[src/rtl/box_average_downscaler_unit_defines.svh]
// Assertion macros used by the downscaler back part.
// Each macro expects signals named clock and reset in the using module.
`ifndef BOX_AVERAGE_DOWNSCALER_UNIT_DEFINES_SVH
`define BOX_AVERAGE_DOWNSCALER_UNIT_DEFINES_SVH

// Property that must hold in the same cycle as its trigger.
`define BADU_ASSERT(lbl, trig, cond, msg) \
   lbl: assert property (@(posedge clock) disable iff (reset) (trig) |-> (cond)) \
      else $error(msg);

// Property that must hold in the cycle after its trigger.
`define BADU_ASSERT_NEXT(lbl, trig, cond, msg) \
   lbl: assert property (@(posedge clock) disable iff (reset) (trig) |=> (cond)) \
      else $error(msg);

`endif

[src/rtl/badu_pkg.sv]
// Package for the box average downscaler: widths, register indexes, command type.
// No dependencies.
`timescale 1ns / 1ps
package badu_pkg;

   localparam int DEF_MAX_WIDTH = 2048;
   localparam int DEF_MAX_BPP   = 8;
   localparam int DEF_MAX_RATIO = 64;

   localparam int WIDTH_W   = 12;
   localparam int HEIGHT_W  = 16;
   localparam int BPP_W     = 4;
   localparam int RATIO_W   = 7;
   localparam int BYTE_W    = 8;
   localparam int PIX_W     = 14;
   localparam int SUM_W     = 22;
   localparam int IDX_MAX_W = 15;
   localparam int CSR_IDX_W = 2;
   localparam int CSR_DATA_W = 16;
   localparam int QUO_W     = 8;

   localparam logic [CSR_IDX_W-1:0] CSR_IMAGE_WIDTH  = 2'd0;
   localparam logic [CSR_IDX_W-1:0] CSR_IMAGE_HEIGHT = 2'd1;
   localparam logic [CSR_IDX_W-1:0] CSR_BPP          = 2'd2;
   localparam logic [CSR_IDX_W-1:0] CSR_RATIO        = 2'd3;

   // One byte of work handed from the front to the back.
   typedef struct packed {
      logic [IDX_MAX_W-1:0] idx;
      logic [BYTE_W-1:0]    sample;
      logic                 first;
      logic                 last;
      logic                 done;
      logic [PIX_W-1:0]     pixels;
   } cmd_type;

endpackage

[src/rtl/badu_cmd_queue.sv]
// Two-entry command queue between the front and back parts.
// Depends on badu_pkg.
`timescale 1ns / 1ps
module badu_cmd_queue
   import badu_pkg::*;
(
   input  logic    clock,
   input  logic    reset,
   input  logic    push,
   input  cmd_type push_data,
   output logic    full,
   input  logic    pop,
   output cmd_type pop_data,
   output logic    empty
);

   cmd_type    slot_ff [2];
   logic       wr_ptr_ff, wr_ptr_in;
   logic       rd_ptr_ff, rd_ptr_in;
   logic [1:0] count_ff, count_in;
   logic       do_push, do_pop;

   assign full     = count_ff == 2'd2;
   assign empty    = count_ff == 2'd0;
   assign do_push  = push && !full;
   assign do_pop   = pop && !empty;
   assign pop_data = slot_ff[rd_ptr_ff];

   // Pointer and fill count update.
   always_comb begin
      wr_ptr_in = do_push ? !wr_ptr_ff : wr_ptr_ff;
      rd_ptr_in = do_pop ? !rd_ptr_ff : rd_ptr_ff;
      count_in  = count_ff + 2'(do_push) - 2'(do_pop);
   end

   always_ff @(posedge clock) begin
      if (reset) begin
         wr_ptr_ff <= 1'b0;
         rd_ptr_ff <= 1'b0;
         count_ff  <= 2'd0;
      end else begin
         wr_ptr_ff <= wr_ptr_in;
         rd_ptr_ff <= rd_ptr_in;
         count_ff  <= count_in;
      end
   end

   // Storage needs no reset.
   always_ff @(posedge clock) begin
      if (do_push) begin
         slot_ff[wr_ptr_ff] <= push_data;
      end
   end

endmodule

[config.mk]
export PLATFORM = sky130hd
export DESIGN_NAME = badu_cmd_queue
export DESIGN_NICKNAME = d
export VERILOG_FILES = /design/src/rtl/box_average_downscaler_unit_defines.svh /design/src/rtl/badu_pkg.sv /design/src/rtl/badu_cmd_queue.sv
export SDC_FILE = /design/constraint.sdc
export NUM_CORES = 1
export LEC_CHECK = 0
export ABC_AREA = 1
export ABC_CLOCK_PERIOD_IN_PS = 4100
export BUFFER_PORTS_ARGS = -buffer_cell sky130_fd_sc_hd__buf_2
export CORE_MARGIN = 4
export CORE_UTILIZATION = 51
export DETAILED_ROUTE_END_ITERATION = 6
export HOLD_SLACK_MARGIN = 0.05
export PLACE_DENSITY = 0.87
export SLEW_MARGIN = 15
export SYNTH_ARGS = -nofsm -noshare
export SYNTH_HDL_FRONTEND = slang
export SYNTH_SLANG_ARGS = --single-unit
[constraint.sdc]
create_clock -name clock -period 4.1 [get_ports clock]
set_clock_uncertainty 0.2 [all_clocks]
set_input_delay 0.41 -clock clock [delete_from_list [all_inputs] [get_ports clock]]
set_output_delay 0.41 -clock clock [all_outputs]
set_load 0.05 [all_outputs]
### Yosys cells after proc, flatten, opt, wreduce, memory -nomap -nowiden

Memories as Yosys holds them, arrays and structs flattened. A register that Yosys moved wholly into a read port is not among the register bits.
Index checks and enable logic that the tools add are counted.

* memories: 1
* input bits: 44
* output and inout bits: 42
* memory bits (writable): 80
* word-level logic and storage cells: 18
* flip-flop bits (word level): 4

* equality and inequality tests: 1
* add/subtract/negate cells: 2
* multiplexer cells: 4
* reductions and logical operators: 7

Memory list
* slot_ff: depth 2, width 40, rd ports 1, clocked after memory_dff 1, write ports 1, RTL line badu_cmd_queue.sv:17 `cmd_type slot_ff [2];`

Operator list (number)
* 1-bit logical NOT: 4
* 1-bit 2-to-1 mux: 4
* 2-bit by 1-bit adder with 2-bit output: 1
* 2-bit == test, second input constant: 1
* 1-bit logical AND: 2
* 2-bit logical NOT: 1
* 2-bit by 1-bit subtractor with 2-bit output: 1

### Longest topological paths before layout

* word-level depth: 5
* depth in mapped cells: 11
* gate-level depth less buffers: 11

### Least setup slack after synthesis

No wires, ideal clock.

* path type: flip-flop to flip-flop
* start point: reg count_ff[0]
* end point: mem slot_ff[0][0] (netlist bit) (enable)
* path buffers: 0
* stages on the path, launching flop included: 5
* slack: 1.218 ns
* library setup time: 0.437 ns
* period minus slack after synthesis: 2.882 ns
* arrival time: 2.245 ns
* required time: 3.463 ns
* cells stage by stage: dfxtp_1 inv_1 nand2_1 nand2_1 nor2_1

* word-level cells in the longest chain between the ends: 5

Ends and longest elaborated chain
* from (decl): RTL line badu_cmd_queue.sv:20 `logic [1:0] count_ff, count_in;`
* from (signal assigned): RTL line badu_cmd_queue.sv:44 `count_ff <= count_in;`
* 2-bit == test: RTL line badu_cmd_queue.sv:23 `assign full = count_ff == 2'd2;`
* 1-bit logical NOT: RTL line badu_cmd_queue.sv:25 `assign do_push = push && !full;`
* 1-bit logical AND: RTL line badu_cmd_queue.sv:25
* 1-bit 2-to-1 mux: RTL line badu_cmd_queue.sv:50 `if (do_push) begin`
* 1-bit 2-to-1 mux (implied by the code): RTL line badu_cmd_queue.sv:51 `slot_ff[wr_ptr_ff] <= push_data;`
* to (decl): RTL line badu_cmd_queue.sv:17

Every way passes these cells.

==> results.py <==
metrics = {
    "status": {
        "status": "completed",
    },
    "placement": {
        "dpl.hpwl_um": 3400,
        "gp_congestion": 0.6589,
        "placed_cell_area_um2": 3632,
        "preCtsSetupSlack_ps": 1861,
        "io_buffers": 85,
    },
    "clocking": {
        "cts_buffers": 9,
        "htreeDepth": 3,
        "clkLatencyLatePin_ps": 330,
        "ctsResizeCount": 0,
        "clockRootBuffer": "clkbuf_8",
        "clockBufferDepth": 2,
        "path_clk_slew_ps": 80,
        "cts_tree": "yes",
        "cts_num_sinks": 85,
    },
    "critical_path": {
        "cpPeakStageDelay_ps": 940,
        "crit_end": "pop_data[15]",
        "cp_cell_sequence": "mux2_2, buf_2",
        "rr_worst_depth": 4,
        "start_kind": "flop",
        "cp.required_ps": 3490,
        "worst_r2r_startpoint": "count_ff[0]",
        "cp_slowest_cell": "dfxtp_2",
        "end_kind": "output pin",
        "cp_data_arrival_time_ps": 1940,
        "critPathMaxFanout": 40,
        "r2r-end": "slot_ff[1][37]",
        "path_class": "flop to output pin",
        "r2r_slack_ps": 2160,
    },
    "power": {
        "clockPowerShare_pct": 18.2,
        "seqPwrFrac_pct": 45.0,
        "internal_power_mw": 1.604,
        "p_comb_share_pct": 36.8,
        "vdd_drop_max_v": 0.0004917,
        "power_density_nw_per_um2": 622.7,
        "swShare_pct": 38.92,
        "power.leakage_nw": 1.648,
        "p_switching_mw": 1.022,
    },
    "final_layout": {
        "layout.area.seq_um2": 2504,
        "fin_area_um2": 4217,
        "diodes": 0,
        "multi_input_comb_area_um2": 571.8,
        "nFillCells": 419,
        "syn2layout_area_growth_pct": 33.89,
        "final_util_pct": 70.80,
        "layout.nets": 342,
        "drive_above_1_share_pct": 47.51,
    },
    "floorplanning": {
        "die_w_um": 86.58,
        "die-area_um2": 7496,
        "core_um2": 5956,
        "rows": 28,
        "io_pins": 86,
        "die_y_um": 86.58,
        "initial_core_util_pct": 52.88,
    },
    "logic_synthesis": {
        "syn_area_um2": 3149,
        "ys_warn_count": 0,
        "synth_seq_cells": 85,
        "syn_nets": 209,
        "synthFlopType": "edfxtp_1",
        "avgSynthCellArea_um2": 19.32,
        "seq_area_frac_synth_pct": 79.46,
        "synth_top_area_share_pct": 76.28,
        "synth_cells": 163,
        "synth_area_leaders": "edfxtp_1, mux2_2, dfxtp_1",
        "synth_edf_count": 80,
        "synth_common_cells": "edfxtp_1, mux2_2, inv_1",
        "yosysTopAreaCell": "edfxtp_1",
        "synthArstFlopShare_pct": 0,
        "synth_most_common_cell": "edfxtp_1",
        "yosysUniqueCellTypes": 10,
    },
    "timing": {
        "fmax_ghz": 0.3921,
        "slew_violations": 0,
        "tns_ps": 0,
        "rsz0062_at_grt": "false",
        "relSlewSlack_pct": 37.30,
        "fin_crit_ps": 2550,
        "finalHoldViolCount": 0,
        "min_period_over_period_pct": 62.20,
        "worst_pin_slew_ps": 940.4,
        "setup_viol_count_final": 0,
        "setup_slack_ps": 1550,
    },
    "global_route": {
        "track_usage_pct": 15.95,
        "grtUsageMet1_pct": 17.62,
        "grt_overflow": 0,
        "use_met2_pct": 27.54,
        "grt_pass1_wl_um": 8866,
        "grt_pass1_vias": 1919,
        "grt_max_degree": 41,
        "use_met3_pct": 4.848,
        "grt_busiest_layer": "met2",
        "antenna_found_initial": 0,
    },
    "detailed_routing": {
        "viasPerCell": 4.862,
        "wl_per_cell_um": 15.23,
        "first_pass_iters": 4,
        "drc": 0,
        "ant_nets": 0,
        "wl_um": 5726,
        "first_iter_violations": 76,
        "vias": 1828,
    },
    "hold_path": {
        "hold_class": "input port to flop",
    },
    "run": {
        "drv_cap": 0,
    },
}
-- what timing repair did --
action,in CTS,in global routing
hold endpoints to repair,36,38
hold buffers,20,20
setup buffers,0,0
-- cell families after synthesis --
family,share of synthesized area [%]
flip-flops,79.46
AO/OA/AOI/OAI,0.3179
buffers and inverters,2.622
AND/OR/NAND/NOR,2.503
multiplexers,14.30
adder cells (fa/ha/maj),0.7945
-- worst max-delay path, delay by kind of cell (launching register included) --
family                 cells  cell delay, ps
DFF                        1             940
buffers and inverters      1             210
muxes                      1             420
-- metal layers --
layer	up-vias	share of wire [%]	routed length, um
met3	10	5.2	296
met4	0	1.8	105
li1	880	-	-
met1	879	37	2106
met2	59	56	3218
met5	-	0	0
-- per-stage QoR --
stage | hold WS, ps | total power, mW | instances
detailed placement | 309.5 | 2.136 | 319
finish | 81.49 | 2.626 | 376
floorplan | 267.5 | 1.942 | 163
CTS | 50.57 | 2.627 | 355
global route | 50.74 | 2.757 | 376
global placement | 283.6 | 2.114 | 319
-- registers in the layout, summed over array words and instances, names as in the netlist, named ones only --
name and cells:
wr_ptr_ff 1, rd_ptr_ff 1, count_ff 2, slot_ff 80
-- worst min path at each step --
stage / start / endpoint / slack, ps / depth (start not counted)
final: push_data[10] / slot_ff[0][10] / 80 / 1
after floorplan: rd_ptr_ff / flop / 270 / 2
after detailed placement: rd_ptr_ff / flop / 310 / 2
after global routing: push_data[10] / slot_ff[0][10] / 50 / 1
after CTS: push_data[16] / slot_ff[0][16] / 50 / 1
after global placement: rd_ptr_ff / rd_ptr_ff / 280 / 2
-- power groups by stage --
stage / registers [mW] / logic (mW) / clock network (mW)
final: 1.18 / 0.967 / 0.477
after global routing: 1.20 / 1.02 / 0.534
after CTS: 1.19 / 0.945 / 0.493
after detailed placement: 1.21 / 0.928 / 0
after global placement: 1.20 / 0.916 / 0
after floorplan: 1.15 / 0.790 / 0
-- cell usage in the layout, fill, tap and decap left out, drive strengths merged --
master	instances
a21oi	2
buf	86
clkbuf	9
clkinv	7
dfxtp	5
dlygate4sd3	40
edfxtp	80
ha	2
inv	10
mux2	40
nand2	8
nand3	3
nor2	9
-- area by class of cell --
type | count | share of cell area, %
Multi-Input combinational cell | 64 | 13.56
Tap cell | 75 | 2.226
Clock buffer | 9 | 2.938
Sequential cell | 85 | 59.38
Clock inverter | 7 | 0.7715
Timing Repair Buffer | 126 | 20.24
Inverter | 10 | 0.8902
Note: power is estimated with default switching activity, not from simulation.
