--- config.mk ---
export PLATFORM = sky130hd
export DESIGN_NAME = badu_front
export DESIGN_NICKNAME = d
export VERILOG_FILES = /design/src/rtl/box_average_downscaler_unit_defines.svh /design/src/rtl/badu_pkg.sv /design/src/rtl/badu_front.sv
export SDC_FILE = /design/constraint.sdc
export NUM_CORES = 1
export LEC_CHECK = 0
export BUFFER_PORTS_ARGS = -buffer_cell sky130_fd_sc_hd__buf_4
export CORE_MARGIN = 3
export CORE_UTILIZATION = 50
export DETAILED_ROUTE_END_ITERATION = 8
export PLACE_DENSITY = 0.72
export SYNTH_ARGS = -nofsm -noshare
export SYNTH_HDL_FRONTEND = slang
export SYNTH_SLANG_ARGS = --single-unit
--- constraint.sdc ---
create_clock -name clock -period 8.4 [get_ports clock]
set_clock_uncertainty 0.2 [all_clocks]
set_input_delay 0.42 -clock clock [delete_from_list [all_inputs] [get_ports clock]]
set_output_delay 0.42 -clock clock [all_outputs]
set_load 0.01 [all_outputs]
--- src/rtl/box_average_downscaler_unit_defines.svh ---
// Assertion macros used by the downscaler back part.
// Each macro expects signals named clock and reset in the using module.
`ifndef BOX_AVERAGE_DOWNSCALER_UNIT_DEFINES_SVH
`define BOX_AVERAGE_DOWNSCALER_UNIT_DEFINES_SVH

// Property that must hold in the same cycle as its trigger.
`define BADU_ASSERT(lbl, trig, cond, msg) \
   lbl: assert property (@(posedge clock) disable iff (reset) (trig) |-> (cond)) \
      else $error(msg);

// Property that must hold in the cycle after its trigger.
`define BADU_ASSERT_NEXT(lbl, trig, cond, msg) \
   lbl: assert property (@(posedge clock) disable iff (reset) (trig) |=> (cond)) \
      else $error(msg);

`endif

--- src/rtl/badu_pkg.sv ---
// Package for the box average downscaler: widths, register indexes, command type.
// No dependencies.
`timescale 1ns / 1ps
package badu_pkg;

   localparam int DEF_MAX_WIDTH = 2048;
   localparam int DEF_MAX_BPP   = 8;
   localparam int DEF_MAX_RATIO = 64;

   localparam int WIDTH_W   = 12;
   localparam int HEIGHT_W  = 16;
   localparam int BPP_W     = 4;
   localparam int RATIO_W   = 7;
   localparam int BYTE_W    = 8;
   localparam int PIX_W     = 14;
   localparam int SUM_W     = 22;
   localparam int IDX_MAX_W = 15;
   localparam int CSR_IDX_W = 2;
   localparam int CSR_DATA_W = 16;
   localparam int QUO_W     = 8;

   localparam logic [CSR_IDX_W-1:0] CSR_IMAGE_WIDTH  = 2'd0;
   localparam logic [CSR_IDX_W-1:0] CSR_IMAGE_HEIGHT = 2'd1;
   localparam logic [CSR_IDX_W-1:0] CSR_BPP          = 2'd2;
   localparam logic [CSR_IDX_W-1:0] CSR_RATIO        = 2'd3;

   // One byte of work handed from the front to the back.
   typedef struct packed {
      logic [IDX_MAX_W-1:0] idx;
      logic [BYTE_W-1:0]    sample;
      logic                 first;
      logic                 last;
      logic                 done;
      logic [PIX_W-1:0]     pixels;
   } cmd_type;

endpackage

--- src/rtl/badu_front.sv ---
// Front part: configuration registers, position counters and command generation.
// Depends on badu_pkg.
`timescale 1ns / 1ps
module badu_front
   import badu_pkg::*;
#(
   parameter int MAX_WIDTH = DEF_MAX_WIDTH,
   parameter int MAX_BPP   = DEF_MAX_BPP,
   parameter int MAX_RATIO = DEF_MAX_RATIO
) (
   input  logic                  clock,
   input  logic                  reset,
   input  logic                  csr_valid,
   output logic                  csr_ready,
   input  logic [CSR_IDX_W-1:0]  csr_index,
   input  logic [CSR_DATA_W-1:0] csr_data,
   input  logic                  req_push,
   output logic                  req_full,
   input  logic [BYTE_W-1:0]     req_sample_byte,
   output logic                  cmd_push,
   input  logic                  cmd_full,
   output cmd_type               cmd
);

   logic [WIDTH_W-1:0]   width_ff, width_in;
   logic [HEIGHT_W-1:0]  height_ff, height_in;
   logic [BPP_W-1:0]     bpp_ff, bpp_in;
   logic [RATIO_W-1:0]   ratio_ff, ratio_in;
   logic [BPP_W-1:0]     chan_ff, chan_in;
   logic [WIDTH_W-1:0]   col_ff, col_in;
   logic [RATIO_W-1:0]   cis_ff, cis_in;
   logic [HEIGHT_W-1:0]  row_ff, row_in;
   logic [RATIO_W-1:0]   ris_ff, ris_in;
   logic [IDX_MAX_W-1:0] base_ff, base_in;

   logic [WIDTH_W-1:0]  w_eff;
   logic [HEIGHT_W-1:0] h_eff;
   logic [BPP_W-1:0]    b_eff;
   logic                enabled, accept, csr_wr;
   logic                last_col, last_row, last_chan, end_col, end_row;
   logic [RATIO_W:0]    cis_n, ris_n;
   logic [2*RATIO_W+1:0] pix_prod;

   assign csr_ready = 1'b1;
   assign csr_wr    = csr_valid;
   assign req_full  = cmd_full;
   assign accept    = req_push && !cmd_full;

   // Effective sizes after clamping zero values and oversized width and bpp.
   always_comb begin
      if (width_ff == '0) begin
         w_eff = WIDTH_W'(1);
      end else if (int'(width_ff) > MAX_WIDTH) begin
         w_eff = WIDTH_W'(MAX_WIDTH);
      end else begin
         w_eff = width_ff;
      end
      h_eff = (height_ff == '0) ? HEIGHT_W'(1) : height_ff;
      if (bpp_ff == '0) begin
         b_eff = BPP_W'(1);
      end else if (int'(bpp_ff) > MAX_BPP) begin
         b_eff = BPP_W'(MAX_BPP);
      end else begin
         b_eff = bpp_ff;
      end
   end

   assign enabled = (ratio_ff != '0) && (int'(ratio_ff) <= MAX_RATIO)
                    && (int'(ratio_ff) <= int'(w_eff)) && (int'(ratio_ff) <= int'(h_eff));

   // Square and image boundary flags.
   assign last_col  = (int'(cis_ff) + 1 >= int'(ratio_ff)) || (int'(col_ff) + 1 >= int'(w_eff));
   assign last_row  = (int'(ris_ff) + 1 >= int'(ratio_ff)) || (int'(row_ff) + 1 >= int'(h_eff));
   assign last_chan = int'(chan_ff) + 1 >= int'(b_eff);
   assign end_col   = int'(col_ff) + 1 >= int'(w_eff);
   assign end_row   = int'(row_ff) + 1 >= int'(h_eff);
   assign cis_n     = {1'b0, cis_ff} + (RATIO_W+1)'(1);
   assign ris_n     = {1'b0, ris_ff} + (RATIO_W+1)'(1);
   assign pix_prod  = cis_n * ris_n;

   // Command for the back part.
   assign cmd_push    = accept && enabled;
   assign cmd.idx     = base_ff + IDX_MAX_W'(chan_ff);
   assign cmd.sample  = req_sample_byte;
   assign cmd.first   = (cis_ff == '0) && (ris_ff == '0);
   assign cmd.last    = last_col && last_row;
   assign cmd.done    = end_row && end_col && last_chan;
   assign cmd.pixels  = PIX_W'(pix_prod);

   // Configuration writes and position counter advance.
   always_comb begin
      width_in  = width_ff;
      height_in = height_ff;
      bpp_in    = bpp_ff;
      ratio_in  = ratio_ff;
      chan_in   = chan_ff;
      col_in    = col_ff;
      cis_in    = cis_ff;
      row_in    = row_ff;
      ris_in    = ris_ff;
      base_in   = base_ff;
      if (csr_wr) begin
         unique case (csr_index)
            CSR_IMAGE_WIDTH:  width_in  = csr_data[WIDTH_W-1:0];
            CSR_IMAGE_HEIGHT: height_in = csr_data[HEIGHT_W-1:0];
            CSR_BPP:          bpp_in    = csr_data[BPP_W-1:0];
            CSR_RATIO:        ratio_in  = csr_data[RATIO_W-1:0];
            default:          width_in  = width_ff;
         endcase
         chan_in = '0;
         col_in  = '0;
         cis_in  = '0;
         row_in  = '0;
         ris_in  = '0;
         base_in = '0;
      end else if (accept) begin
         chan_in = chan_ff + BPP_W'(1);
         if (last_chan) begin
            chan_in = '0;
            if (enabled && !(int'(cis_ff) + 1 >= int'(ratio_ff))) begin
               cis_in = cis_n[RATIO_W-1:0];
            end else begin
               cis_in = '0;
               if (enabled) begin
                  base_in = base_ff + IDX_MAX_W'(b_eff);
               end
            end
            col_in = col_ff + WIDTH_W'(1);
            if (end_col) begin
               col_in  = '0;
               cis_in  = '0;
               base_in = '0;
               if (enabled && !(int'(ris_ff) + 1 >= int'(ratio_ff))) begin
                  ris_in = ris_n[RATIO_W-1:0];
               end else begin
                  ris_in = '0;
               end
               row_in = row_ff + HEIGHT_W'(1);
               if (end_row) begin
                  row_in = '0;
                  ris_in = '0;
               end
            end
         end
      end
   end

   always_ff @(posedge clock) begin
      if (reset) begin
         width_ff  <= WIDTH_W'(1);
         height_ff <= HEIGHT_W'(1);
         bpp_ff    <= BPP_W'(1);
         ratio_ff  <= RATIO_W'(1);
         chan_ff   <= '0;
         col_ff    <= '0;
         cis_ff    <= '0;
         row_ff    <= '0;
         ris_ff    <= '0;
         base_ff   <= '0;
      end else begin
         width_ff  <= width_in;
         height_ff <= height_in;
         bpp_ff    <= bpp_in;
         ratio_ff  <= ratio_in;
         chan_ff   <= chan_in;
         col_ff    <= col_in;
         cis_ff    <= cis_in;
         row_ff    <= row_in;
         ris_ff    <= ris_in;
         base_ff   <= base_in;
      end
   end

endmodule

# [Word level (Yosys, flattened, before mapping)]
# Index checks and enable logic that the tools add are counted.
[op_classes] add_sub_neg=12 multipliers=1 n_div=0 order_cmp=10 eq_ne=4 shifts=0 mux=15 bitwise_logic=0 n_reduce_logical=32
[op_table] operator="2-to-1 mux 15 bit" n=3
[op_table] operator="2-to-1 mux 12 bit" n=3
[op_table] operator="adder 7 x 1 -> 8 bit (second input constant)" n=4
[op_table] operator="2-to-1 mux 16 bit" n=2
[op_table] operator="adder 15 x 4 -> 15 bit" n=2
[op_table] operator="2-to-1 mux 7 bit" n=4
[op_table] operator="adder 16 x 1 -> 17 bit (second input constant)" n=1
[op_table] operator=">= comparator 17 x 16 -> 1 bit" n=1
[op_table] operator="adder 16 x 1 -> 16 bit (second input constant)" n=1
[op_table] operator=">= comparator 8 x 7 -> 1 bit" n=2
[op_table] operator="less-or-equal comparator 7 x 16 -> 1 bit" n=1
[op_table] operator="zero test 16 bit" n=1
[op_table] operator="zero test 7 bit" n=2
[op_table] operator="multiplier 8 x 8 -> 14 bit" n=1
[op_table] operator="adder 12 x 1 -> 13 bit (second input constant)" n=1
[op_table] operator=">= comparator 13 x 12 -> 1 bit" n=1
[op_table] operator="adder 12 x 1 -> 12 bit (second input constant)" n=1
[op_table] operator="> comparator 12 bit (second input constant)" n=1
[op_table] operator="less-or-equal comparator 7 x 12 -> 1 bit" n=1
[op_table] operator="zero test 12 bit" n=1
[op_table] operator="2-to-1 mux 4 bit" n=3
[op_table] operator="logical AND 1 bit" n=11
[op_table] operator="AND reduction 2 bit" n=5
[op_table] operator="less-or-equal comparator 7 bit (second input constant)" n=1
[op_table] operator="other kinds (16)" n=20
[totals] register_bits=100 latchBits=0 mem_bits_rw=0 mem_bits_ro=0 in_bits=31 out_inout_bits=43 wordCells=84 mem_count=0

# [Longest topological paths before layout]
[logic_depth] depth_word=9 ltp_mapped=21 mapped_depth_nobuf=20

# [Worst setup path after synthesis]
# Ideal clock, no wire load.
[synth_path] path_type="register to output" startpoint="register ris_ff[0]" endpoint="output port cmd[12] (netlist name)" arrival_time_ns=4.875 required_ns=7.780 setup_slack_ns=2.905 stages_incl_launch_ff=19 n_path_buf=1 cell_sequence="dfxtp_1 clkbuf_1 and4_1 nand2_1 xor2_1 inv_1 nand2_1 fa_1 fa_1 inv_1 fa_1 inv_1 fa_1 inv_1 ha_1 a2111o_1 a31o_2 a21oi_1 xnor2_1"
[synth_rtl] element="start, declared" line_no="badu_front.sv:33" text="logic [RATIO_W-1:0] ris_ff, ris_in;"
[synth_rtl] element="start signal, assigned" line_no="badu_front.sv:169" text="ris_ff <= ris_in;"
[synth_rtl] element="end, declared" line_no="badu_front.sv:22" text="output cmd_type cmd"

==> run metrics <==
core area=16,200 um2; post-CTS sizing=0; Critical Path RT=7780 ps; Clock Tree Buf Depth=2; die width=136 um; CTS tree=done; leakage=4.34 nW; layout cell share with drive strength beyond 1=8.28%; Power Dens Cells=115 nW/um2; Root Driver=clkbuf_16; grt total ovfl=0; most frequent cells in the layout=132 x nand2_1, 118 x nor2_1, 108 x inv_1, 104 x ha_1, 100 x dfxtp_1; final core utilization=57.2%; sw frac=27.2%; Final Hold Viols=0; Worst-Skew Late Latency=360 ps; Synth area leader=dfxtp_1; largest net degree at the start of global routing=42; Synth Instances=1,053; worst slew pin tran=1180 ps; Sink Count=100; Primary FF master, synth=dfxtp_1; postcts setup bufs=0; Yosys reg bits=100; P_sw=0.000291 W; Nets=1,254; top cell type's share of synthesized area=23.7%; startpoint class of the critical path=register; Slew Viols, Final=0; CP arrival=5820 ps; CP max FO=11; Yosys Warn Count=0; number of remaining DRC errors=0; crit path time final=6440 ps; status=finished, final reports clean; WS Path Type=register to output pin; Detailed Route WL=19,200 um; IO buf count=56; period utilization=76.7%; Hold Buf Count CTS=0; gr usage total=21.8%; sequential fraction of the synthesis area=23.7%; Via Count=7,222; setup violators final=0; final instance area=9260 um2; synth top area cells=dfxtp_1 24%, ha_1 15%, fa_1 8.8%, nand2_1 5.9%, nor2_1 5.3%; WL/cell=14.8 um; nature of the critical path endpoint=output pin; DR iter-0 viols=447; Starting Density=52.1%; post-synth net total=1,225; remaining antenna violation count=0; Max-Slew Margin vs Limit=21.0%; vias per cell=5.54; Reg clk slew, reported paths=80 ps; P&R area growth vs syn=9.81%; first-pass GRT wire length=33,100 um; post-synth cell types=63; H-tree levels=3; Gate power share=12.7%; vias in the first global route=6,949; internal power=0.000777 W; syn avg cell area=8.01 um2; most common cell after layout, fill and taps aside=nand2_1; fmax=155 MHz; n_diodes=0; DP HPWL=15,200 um; RSZ-0062 raised after global routing=no; Die ar.=18,500 um2; Hold Path Class=primary input to register; Mapped Area=8430 um2; VDD IR max=0.000133 V; number of buffers created by CTS=9; clock power share=41.6%; ys async rst share=0%; max cap viols=0; die height=136 um; row count=46; initial antenna violation count=0; setup TNS=0 ps; Seq pwr share=45.7%; Post-DP Area=8940 um2; routability cong.=0.888; Post-synth EDFFs=0; io pins=74; DRT Pass-1 Iters=4
-- registers in the layout, indices dropped and copies added (netlist names), 7 cells and up --
name / flops
base_ff: 15
cis_ff: 7
col_ff: 12
height_ff: 16
ratio_ff: 7
ris_ff: 7
row_ff: 16
width_ff: 12
-- through the flow --
| stage | std cells | total power, W | setup WS, ps | hold slack [ps] |
|---|---|---|---|---|
| after floorplan | 1053 | 0.000592 | 2900 | 232 |
| after global placement | 1287 | 0.000632 | 2510 | 243 |
| after detailed placement | 1287 | 0.000634 | 2370 | 247 |
| after CTS | 1303 | 0.00108 | 1980 | 96.2 |
| after global routing | 1303 | 0.00111 | 1650 | 110 |
| final | 1303 | 0.00107 | 1960 | 105 |
-- cell families after synthesis --
logic type | synth area share, %
simple gates | 21.9
compound gates | 14.3
buf+inv | 7.26
fa+ha+maj | 24.2
flops | 23.7
xor+xnor | 6.96
mux | 1.56
other cells | 0.0445
-- final timing paths --
path,endpoint,from,cells past startpoint,slack [ps]
setup / recovery,cmd[12],ris_ff[0],18,1960
hold / removal,height_ff[13],csr_data[13],3,110
setup reg to reg,base_ff[6],col_ff[0],13,3870
hold reg to reg,height_ff[4],height_ff[4],2,260
-- Yosys cell counts, types with 2 or more instances --
cell and count:
buf_2 3, buf_4 11, a31oi_1 7, nor3_2 2, o211ai_1 3, or3_1 2
nor4_1 9, a22oi_1 7, a21o_1 19, dfxtp_1 100, a311oi_1 2, a32o_1 8
mux2i_1 12, ha_1 104, and3_1 10, a21oi_1 65, clkbuf_1 25, and2_1 6
nand4_1 21, nand3_1 34, a221o_1 3, a211oi_1 5, nand3b_1 11, or4_1 3
xnor2_1 36, nand2b_1 10, xor2_1 31, nor2_1 118, a22o_1 6, nor4b_1 2
o21ai_0 34, inv_1 108, o22a_1 2, nor2b_1 5, or2_2 4, o31ai_1 3
nand2_1 132, nor3_1 19, and4_1 2, a211o_1 10, fa_1 37
-- routing by layer --
metal,up-vias,part of all wire [%],track usage [%]
met5,-,0,0
met4,0,1.1,4.42
met3,19,4.1,3.44
met2,138,46,35.4
met1,3422,49,30.8
li1,3643,-,-
-- power by group through the flow --
stage	logic (W)	registers, W	clock network, W
detailed placement	0.000134	0.000499	0
finish	0.000135	0.000488	0.000445
CTS	0.000135	0.000488	0.000453
floorplan	0.0000955	0.000497	0
global placement	0.000133	0.000499	0
global route	0.000151	0.000489	0.000474
-- worst max-delay path, stage by stage (launching register included) --
cell	delay, ps
dfxtp_1	530
ha_1	290
nand3_1	130
xor2_1	580
nor2_1	140
fa_1	480
fa_1	550
inv_1	50
fa_1	470
fa_1	550
inv_1	40
ha_1	330
inv_1	60
o21ai_0	120
a2111o_1	460
a31o_2	240
a21oi_1	170
xnor2_1	140
buf_4	140
-- area by class of cell --
type | count | area (um2)
flip-flops and latches | 100 | 2000
well taps | 216 | 270
clock buffers | 10 | 239
inverters | 108 | 405
multi-input cells | 804 | 5820
clock inverters | 6 | 76.3
fillers | 1536 | 6910
repair buffers | 59 | 443
(Power assumes the default switching activity.)
